==> src/rtl/rrs_pkg.sv <==
// Shared types, constants and helpers for the round-robin scheduler.
// No dependencies; imported by every rrs module and the top level.
package rrs_pkg;

    localparam int Q_DEPTH = 16;
    localparam int Q_AW    = (Q_DEPTH > 1) ? $clog2(Q_DEPTH) : 1;
    localparam int Q_CW    = $clog2(Q_DEPTH + 1);

    typedef logic [Q_AW-1:0] t_qptr;
    typedef logic [Q_CW-1:0] t_qcnt;

    typedef enum logic [2:0] {
        ST_ADDED = 3'd0,
        ST_RAN   = 3'd1,
        ST_WAIT  = 3'd2,
        ST_EMPTY = 3'd3,
        ST_FULL  = 3'd4
    } t_status;

    localparam logic ACT_ADD      = 1'b0;
    localparam logic ACT_DISPATCH = 1'b1;

    typedef struct packed {
        logic [15:0] id;
        logic [15:0] arr;
        logic [15:0] bur;
        logic [15:0] done;
    } t_entry;

    typedef struct packed {
        logic   pop;
        logic   push;
        t_entry wr_entry;
    } t_qctrl;

    typedef struct packed {
        t_status     status;
        logic [15:0] job_id;
        logic [7:0]  run_time;
        logic        finished;
        logic [31:0] turnaround;
        logic [31:0] waiting;
        logic [31:0] sum_turnaround;
        logic [31:0] sum_waiting;
        logic [31:0] finished_count;
    } t_result;

    function automatic logic [31:0] sat_add32(input logic [31:0] a, input logic [31:0] b);
        logic [32:0] s;
        s = {1'b0, a} + {1'b0, b};
        return s[32] ? 32'hFFFF_FFFF : s[31:0];
    endfunction

endpackage

==> src/rtl/rrs_queue.sv <==
// Circular ready queue: entry storage, head/tail pointers and fill count.
// Depends on rrs_pkg.
module rrs_queue import rrs_pkg::*; (
    input  logic   i_clk,
    input  logic   i_rst_n,
    input  t_qctrl i_ctrl,
    output t_entry o_head_entry,
    output t_qcnt  o_count
);

    t_entry r_mem [Q_DEPTH];
    t_qptr  r_head, n_head;
    t_qptr  r_tail, n_tail;
    t_qcnt  r_count, n_count;

    function automatic t_qptr ptr_inc(input t_qptr p);
        return (p == t_qptr'(Q_DEPTH - 1)) ? '0 : p + t_qptr'(1);
    endfunction

    always_comb begin
        n_head  = i_ctrl.pop  ? ptr_inc(r_head) : r_head;
        n_tail  = i_ctrl.push ? ptr_inc(r_tail) : r_tail;
        n_count = r_count;
        if (i_ctrl.push && !i_ctrl.pop) begin
            n_count = r_count + t_qcnt'(1);
        end else if (!i_ctrl.push && i_ctrl.pop) begin
            n_count = r_count - t_qcnt'(1);
        end
    end

    always_ff @(posedge i_clk) begin
        if (!i_rst_n) begin
            r_head  <= '0;
            r_tail  <= '0;
            r_count <= '0;
        end else begin
            r_head  <= n_head;
            r_tail  <= n_tail;
            r_count <= n_count;
        end
    end

    always_ff @(posedge i_clk) begin
        if (i_ctrl.push) begin
            r_mem[r_tail] <= i_ctrl.wr_entry;
        end
    end

    assign o_head_entry = r_mem[r_head];
    assign o_count      = r_count;

endmodule

==> src/rtl/rrs_exec.sv <==
// Slice execution: job numbering, tick counter, quantum and running totals.
// Depends on rrs_pkg; drives the queue control of rrs_queue.
module rrs_exec import rrs_pkg::*; (
    input  logic        i_clk,
    input  logic        i_rst_n,
    input  logic        i_cfg_we,
    input  logic [7:0]  i_cfg_data,
    input  logic        i_fire,
    input  logic        i_action,
    input  logic [15:0] i_burst,
    input  logic [15:0] i_arrival,
    input  t_entry      i_head_entry,
    input  t_qcnt       i_count,
    output t_qctrl      o_qctrl,
    output t_result     o_result
);

    logic [7:0]  r_quantum;
    logic [31:0] r_tick,      n_tick;
    logic [15:0] r_next_job,  n_next_job;
    logic [31:0] r_sum_t,     n_sum_t;
    logic [31:0] r_sum_w,     n_sum_w;
    logic [31:0] r_done_cnt,  n_done_cnt;

    logic [7:0]  w_q;
    logic [15:0] w_rem;
    logic [7:0]  w_run;
    logic [31:0] w_tick_run;
    logic [15:0] w_done_new;
    logic [31:0] w_tat;
    logic [31:0] w_wt;
    logic [15:0] w_new_id;

    assign w_q        = (r_quantum == 8'd0) ? 8'd1 : r_quantum;
    assign w_rem      = (i_head_entry.bur > i_head_entry.done)
                      ? i_head_entry.bur - i_head_entry.done : 16'd0;
    assign w_run      = ({8'd0, w_q} < w_rem) ? w_q : w_rem[7:0];
    assign w_tick_run = sat_add32(r_tick, {24'd0, w_run});
    assign w_done_new = i_head_entry.done + {8'd0, w_run};
    assign w_tat      = w_tick_run - {16'd0, i_head_entry.arr};
    assign w_wt       = (w_tat > {16'd0, i_head_entry.bur})
                      ? w_tat - {16'd0, i_head_entry.bur} : 32'd0;
    assign w_new_id   = r_next_job + 16'd1;

    always_comb begin
        n_tick     = r_tick;
        n_next_job = r_next_job;
        n_sum_t    = r_sum_t;
        n_sum_w    = r_sum_w;
        n_done_cnt = r_done_cnt;
        o_qctrl    = '0;
        o_result   = '0;
        o_result.status = ST_EMPTY;
        if (i_action == ACT_ADD) begin
            if (i_count == t_qcnt'(Q_DEPTH)) begin
                o_result.status = ST_FULL;
            end else begin
                n_next_job                = w_new_id;
                o_result.status           = ST_ADDED;
                o_result.job_id           = w_new_id;
                o_qctrl.push              = i_fire;
                o_qctrl.wr_entry.id       = w_new_id;
                o_qctrl.wr_entry.arr      = i_arrival;
                o_qctrl.wr_entry.bur      = i_burst;
                o_qctrl.wr_entry.done     = 16'd0;
            end
        end else if (i_count != '0) begin
            o_qctrl.pop     = i_fire;
            o_result.job_id = i_head_entry.id;
            if ({16'd0, i_head_entry.arr} > r_tick) begin
                o_result.status  = ST_WAIT;
                o_qctrl.push     = i_fire;
                o_qctrl.wr_entry = i_head_entry;
            end else begin
                o_result.status   = ST_RAN;
                o_result.run_time = w_run;
                n_tick            = w_tick_run;
                if (w_done_new < i_head_entry.bur) begin
                    o_qctrl.push          = i_fire;
                    o_qctrl.wr_entry      = i_head_entry;
                    o_qctrl.wr_entry.done = w_done_new;
                end else begin
                    o_result.finished   = 1'b1;
                    o_result.turnaround = w_tat;
                    o_result.waiting    = w_wt;
                    n_sum_t             = sat_add32(r_sum_t, w_tat);
                    n_sum_w             = sat_add32(r_sum_w, w_wt);
                    n_done_cnt          = sat_add32(r_done_cnt, 32'd1);
                    // last job left the queue
                    if (i_count == t_qcnt'(1)) begin
                        n_tick = 32'd0;
                    end
                end
            end
        end
        o_result.sum_turnaround = n_sum_t;
        o_result.sum_waiting    = n_sum_w;
        o_result.finished_count = n_done_cnt;
    end

    always_ff @(posedge i_clk) begin
        if (!i_rst_n) begin
            r_quantum  <= 8'd1;
            r_tick     <= '0;
            r_next_job <= '0;
            r_sum_t    <= '0;
            r_sum_w    <= '0;
            r_done_cnt <= '0;
        end else begin
            if (i_cfg_we) begin
                r_quantum <= i_cfg_data;
            end
            if (i_fire) begin
                r_tick     <= n_tick;
                r_next_job <= n_next_job;
                r_sum_t    <= n_sum_t;
                r_sum_w    <= n_sum_w;
                r_done_cnt <= n_done_cnt;
            end
        end
    end

endmodule

==> src/rtl/round_robin_scheduler.sv <==
// Round-robin time-slice scheduler: takes add and dispatch commands and returns
// one result per command. An accepted command is registered, then processed
// against the 16-entry ready queue and the counters once the output register
// can take its result, and its result lands in that output register; a new
// command can be taken every cycle, so throughput is one command per cycle while
// the result side keeps up. The quantum is written over the config channel,
// which is always ready; write it only while no command is in flight.
// Depends on rrs_pkg, rrs_queue and rrs_exec.
module round_robin_scheduler import rrs_pkg::*; (
    input  logic         i_clk,
    input  logic         i_rst_n,
    // config write: quantum
    input  logic         i_cfg_valid,
    output logic         o_cfg_ready,
    input  logic [7:0]   i_cfg_data,
    // command stream
    input  logic         i_s_axis_tvalid,
    output logic         o_s_axis_tready,
    input  logic [31:0]  i_s_axis_tdata,   // burst[15:0], arrival_time[31:16]
    input  logic         i_s_axis_tuser,   // action
    // result stream
    output logic         o_m_axis_tvalid,
    input  logic         i_m_axis_tready,
    output logic [191:0] o_m_axis_tdata,   // job_id, run_time, finished, turnaround,
                                           // waiting, sum_turnaround, sum_waiting,
                                           // finished_count, zero pad
    output logic [2:0]   o_m_axis_tuser    // status
);

    logic        r_in_valid;
    logic        r_action;
    logic [15:0] r_burst;
    logic [15:0] r_arrival;
    logic        r_out_valid;
    t_result     r_out;

    logic        w_fire;
    t_qctrl      w_qctrl;
    t_entry      w_head_entry;
    t_qcnt       w_count;
    t_result     w_result;

    assign w_fire          = r_in_valid && (!r_out_valid || i_m_axis_tready);
    assign o_s_axis_tready = !r_in_valid || w_fire;
    assign o_cfg_ready     = 1'b1;

    rrs_queue u_queue (
        .i_clk        (i_clk),
        .i_rst_n      (i_rst_n),
        .i_ctrl       (w_qctrl),
        .o_head_entry (w_head_entry),
        .o_count      (w_count)
    );

    rrs_exec u_exec (
        .i_clk        (i_clk),
        .i_rst_n      (i_rst_n),
        .i_cfg_we     (i_cfg_valid),
        .i_cfg_data   (i_cfg_data),
        .i_fire       (w_fire),
        .i_action     (r_action),
        .i_burst      (r_burst),
        .i_arrival    (r_arrival),
        .i_head_entry (w_head_entry),
        .i_count      (w_count),
        .o_qctrl      (w_qctrl),
        .o_result     (w_result)
    );

    always_ff @(posedge i_clk) begin
        if (!i_rst_n) begin
            r_in_valid  <= 1'b0;
            r_out_valid <= 1'b0;
        end else begin
            if (o_s_axis_tready) begin
                r_in_valid <= i_s_axis_tvalid;
            end
            if (w_fire) begin
                r_out_valid <= 1'b1;
            end else if (i_m_axis_tready) begin
                r_out_valid <= 1'b0;
            end
        end
    end

    always_ff @(posedge i_clk) begin
        if (o_s_axis_tready && i_s_axis_tvalid) begin
            r_action  <= i_s_axis_tuser;
            r_burst   <= i_s_axis_tdata[15:0];
            r_arrival <= i_s_axis_tdata[31:16];
        end
        if (w_fire) begin
            r_out <= w_result;
        end
    end

    assign o_m_axis_tvalid = r_out_valid;
    assign o_m_axis_tuser  = r_out.status;
    assign o_m_axis_tdata  = {7'd0,
                              r_out.finished_count,
                              r_out.sum_waiting,
                              r_out.sum_turnaround,
                              r_out.waiting,
                              r_out.turnaround,
                              r_out.finished,
                              r_out.run_time,
                              r_out.job_id};

endmodule
==> config.mk <==
export PLATFORM = sky130hd
export DESIGN_NAME = round_robin_scheduler
export DESIGN_NICKNAME = d
export VERILOG_FILES = /design/src/rtl/rrs_pkg.sv /design/src/rtl/rrs_queue.sv /design/src/rtl/rrs_exec.sv /design/src/rtl/round_robin_scheduler.sv
export SDC_FILE = /design/constraint.sdc
export NUM_CORES = 2
export LEC_CHECK = 0
export ABC_AREA = 1
export BUFFER_PORTS_ARGS = -buffer_cell sky130_fd_sc_hd__buf_2
export CORE_MARGIN = 2
export CORE_UTILIZATION = 45
export DETAILED_ROUTE_END_ITERATION = 12
export SLEW_MARGIN = 10
export SYNTH_ARGS = -nofsm -noshare
export SYNTH_HDL_FRONTEND = slang
export SYNTH_HIERARCHICAL = 1
export SYNTH_SLANG_ARGS = --single-unit
==> constraint.sdc <==
create_clock -name i_clk -period 19.19 [get_ports i_clk]
set_clock_uncertainty 0.05 [all_clocks]
set_input_delay 3.838 -clock i_clk [delete_from_list [all_inputs] [get_ports i_clk]]
set_output_delay 3.838 -clock i_clk [all_outputs]
set_load 0.01 [all_outputs]
==> metrics.yaml <==
outcome: "finished, final reports clean"
area_growth_pct: 11.1
worstMarginPinSlew_ns: 1.35
port_buffers: 235
start_util_pct: 45.4
drv_cap: 0
post_cts_resized: 0
ios: 244
path_buf_inv: 14
cts_made_buffers: 153
finalInstanceArea_um2: 77800
htree_levels: 4
synth_cells: 7521
grt_pass1_wl_um: 302000
dr.first_iter.drc_count: 5112
synth-main-ff-cell: "edfxtp_1"
power-per-cell-area_nw_per_um2: 161
regToRegSetupSlack_ns: 2.02
grt_max_degree: 254
max_slew_margin_pct: 10.1
cts_hold_buf: 0
die_y_um: 398
leakage_nw: 34.0
ys_warn_count: 6
ant_nets: 0
yosysSeqAreaShare_pct: 58.3
setup_tns_ns: 0
cp-end-kind: "flop"
arrival_ns: 17.81
die_area_um2: 159000
critical-path-top-delay-family: "compound AO/OA/AOI/OAI gates"
rows: 144
seq_power_share_pct: 31.0
rsz0062_at_grt: "no"
post-route-min-period_ns: 17.17
p_comb_share_pct: 45.4
drc_errors: 0
crit_fanout: 171
synth_area_um2: 70000
min_path_type: "flop to flop"
crit_path_top_delay_cell: "dfxtp_4"
placed_cell_area_um2: 72800
critical_path_class: "flop to flop"
finalSetupViolCount: 0
track_usage_pct: 25.1
synth_edf_count: 1245
maxSlewViolCount: 0
core_area_um2: 154000
cts_sinks: 1416
start_kind: "flop"
cts-root-buf: "clkbuf_16"
cpMostUsedCell: "nand2_1"
peakVddDrop_mv: 0.225
drive_above_1_share_pct: 9.18
die_x_um: 398
ys_types: 66
fin_nets: 7893
intPower_mw: 7.18
fmax_mhz: 58.2
switching_share_pct: 42.6
cpPeakStageDelay_ns: 0.88
hold_viol_final: 0
cts_buffer_depth: 3
wirelength_um: 202000
vias: 51900
antenna_found_initial: 7
hpwl_um: 121000
wl_per_cell_um: 20.5
switchingPower_mw: 5.32
synthArstFlopShare_pct: 0
first_pass_iters: 6
first_global_vias: 48800
cp.required_ns: 19.83
grt_overflow: 0
clkTransAtPathRegs_ns: 0.06
ys_ff_latch: 1416
postSynthAreaPerCell_um2: 9.31
period_share_pct: 89.5
clkPwrFrac_pct: 23.6
cts_tree: "done"
place.gp.congestion: 0.945
viasPerCell: 5.28
insertion_delay_ns: 0.82
cts_setup_buffers: 0
-- cells in the final DEF, fill, tap and decap left out, drive strengths merged, types with 59 or more instances in the layout --
cell,instances
clkinv,64
o21ai,304
buf,307
edfxtp,1245
inv,1300
nor3,60
a21oi,283
nand2,1962
clkbuf,185
ha,176
dfxtp,171
nand4,59
xor2,98
nor2,327
nand3,937
-- synth_stat cells (5+ instances only) --
library cell	instances	area, µm²
o21a_1	10	75.1
o21bai_1	13	97.6
nand4_1	57	357
nor4_1	20	125
buf_1	16	60.1
a211oi_1	19	143
a21boi_0	6	45.0
ha_1	176	2200
nand3_2	16	160
inv_2	13	48.8
a21o_1	5	37.5
dfxtp_1	171	3420
clkinv_1	5	18.8
o211ai_1	7	52.6
inv_1	1274	4780
a22oi_1	8	60.1
a31oi_1	15	93.8
buf_6	34	383
nor2_2	10	62.6
a21oi_1	281	1410
edfxtp_1	1245	37400
o31ai_1	8	60.1
buf_2	128	641
o21ai_0	300	1500
nand2_1	1941	7290
nand3_1	921	4610
nand2_2	18	113
clkbuf_1	111	417
nor2_1	308	1160
xor2_1	94	823
nor3_1	51	255
buf_4	37	278
a32o_1	32	320
nor3_2	9	90.1
xnor2_1	43	377
fa_1	8	160
or2_2	55	344
nor2_4	8	90.1
-- path summary, 6_finish.rpt --
kind	to	depth (start not counted)	from
setup / recovery	u_exec/r_sum_w[10]	76	flop
hold / removal	u_exec/r_next_job[14]	2	u_exec/r_next_job[14]
setup reg to reg	u_exec/r_sum_w[10]	76	flop
hold reg to reg	u_exec/r_next_job[14]	2	u_exec/r_next_job[14]
-- layout make-up --
cell class / instances / area [µm²]
inverters: 1293 / 4880
flip-flops and latches: 1416 / 40800
clock inverters: 93 / 995
fillers: 14200 / 76400
multi-input cells: 4492 / 22800
repair buffers: 307 / 1780
diodes: 2 / 5.00
clock buffers: 185 / 4000
well taps: 2044 / 2560
-- per-stage QoR --
step                      hold slack, ns  power [mW]  utilization (%)  setup WS (ns)  cells
after CTS                          0.424        12.5             50.4           2.14   9829
after global routing               0.463        13.3             50.4          0.167   9830
final                              0.423        12.5             50.4           2.02   9832
after global placement             0.406        9.52             47.2           2.77   9551
after floorplan                    0.380        7.74                -          0.260   7527
after detailed placement           0.415        9.55             47.2           2.22   9551
-- worst min-delay path: stages, from the launching register on --
cell     delay [ns]
dfxtp_1        0.31
nand2_1        0.06
a21oi_1        0.05
-- flip-flops by register name, indices dropped and copies added, names as in the netlist, named ones only --
| register | cells |
|---|---|
| r_in_valid | 1 |
| r_arrival | 16 |
| u_exec/r_tick | 32 |
| o_m_axis_tuser | 3 |
| u_queue/r_tail | 4 |
| u_queue/r_mem | 1024 |
| r_action | 1 |
| u_exec/r_sum_t | 32 |
| o_m_axis_tvalid | 1 |
| u_exec/r_quantum | 8 |
| o_m_axis_tdata | 185 |
| r_burst | 16 |
| u_exec/r_next_job | 16 |
| u_exec/r_done_cnt | 32 |
| u_queue/r_head | 4 |
| u_queue/o_count | 5 |
| u_exec/r_sum_w | 32 |
-- power by group through the flow --
stage	clock network [mW]	registers [mW]	logic, mW
floorplan	0	3.93	3.82
global placement	0	3.93	5.59
detailed placement	0	3.94	5.62
CTS	3.00	3.87	5.64
global route	3.12	3.88	6.28
finish	2.94	3.87	5.68
-- layer usage --
| metal | global-route usage [%] | part of all wire (%) |
|---|---|---|
| met4 | 6.70 | 2.3 |
| met1 | 35.6 | 44 |
| met5 | 0 | 0.027 |
| met2 | 40.0 | 46 |
| met3 | 3.98 | 7.7 |
-- kinds of logic (layout without fill, tap and decap cells) --
group / Yosys count / in the layout / share of synthesized area, %
xor gates and xnor gates: 142 / 142 / 1.85
other: 2 / 10 / 0.0107
adders and majority gates: 184 / 184 / 3.37
and+or+nand+nor: 3438 / 3438 / 21.3
buffers and inverters: 1619 / 1878 / 9.48
DFF: 1416 / 1416 / 58.3
AOI/OAI and AO/OA: 720 / 720 / 5.74
(Power assumes the default switching activity.)
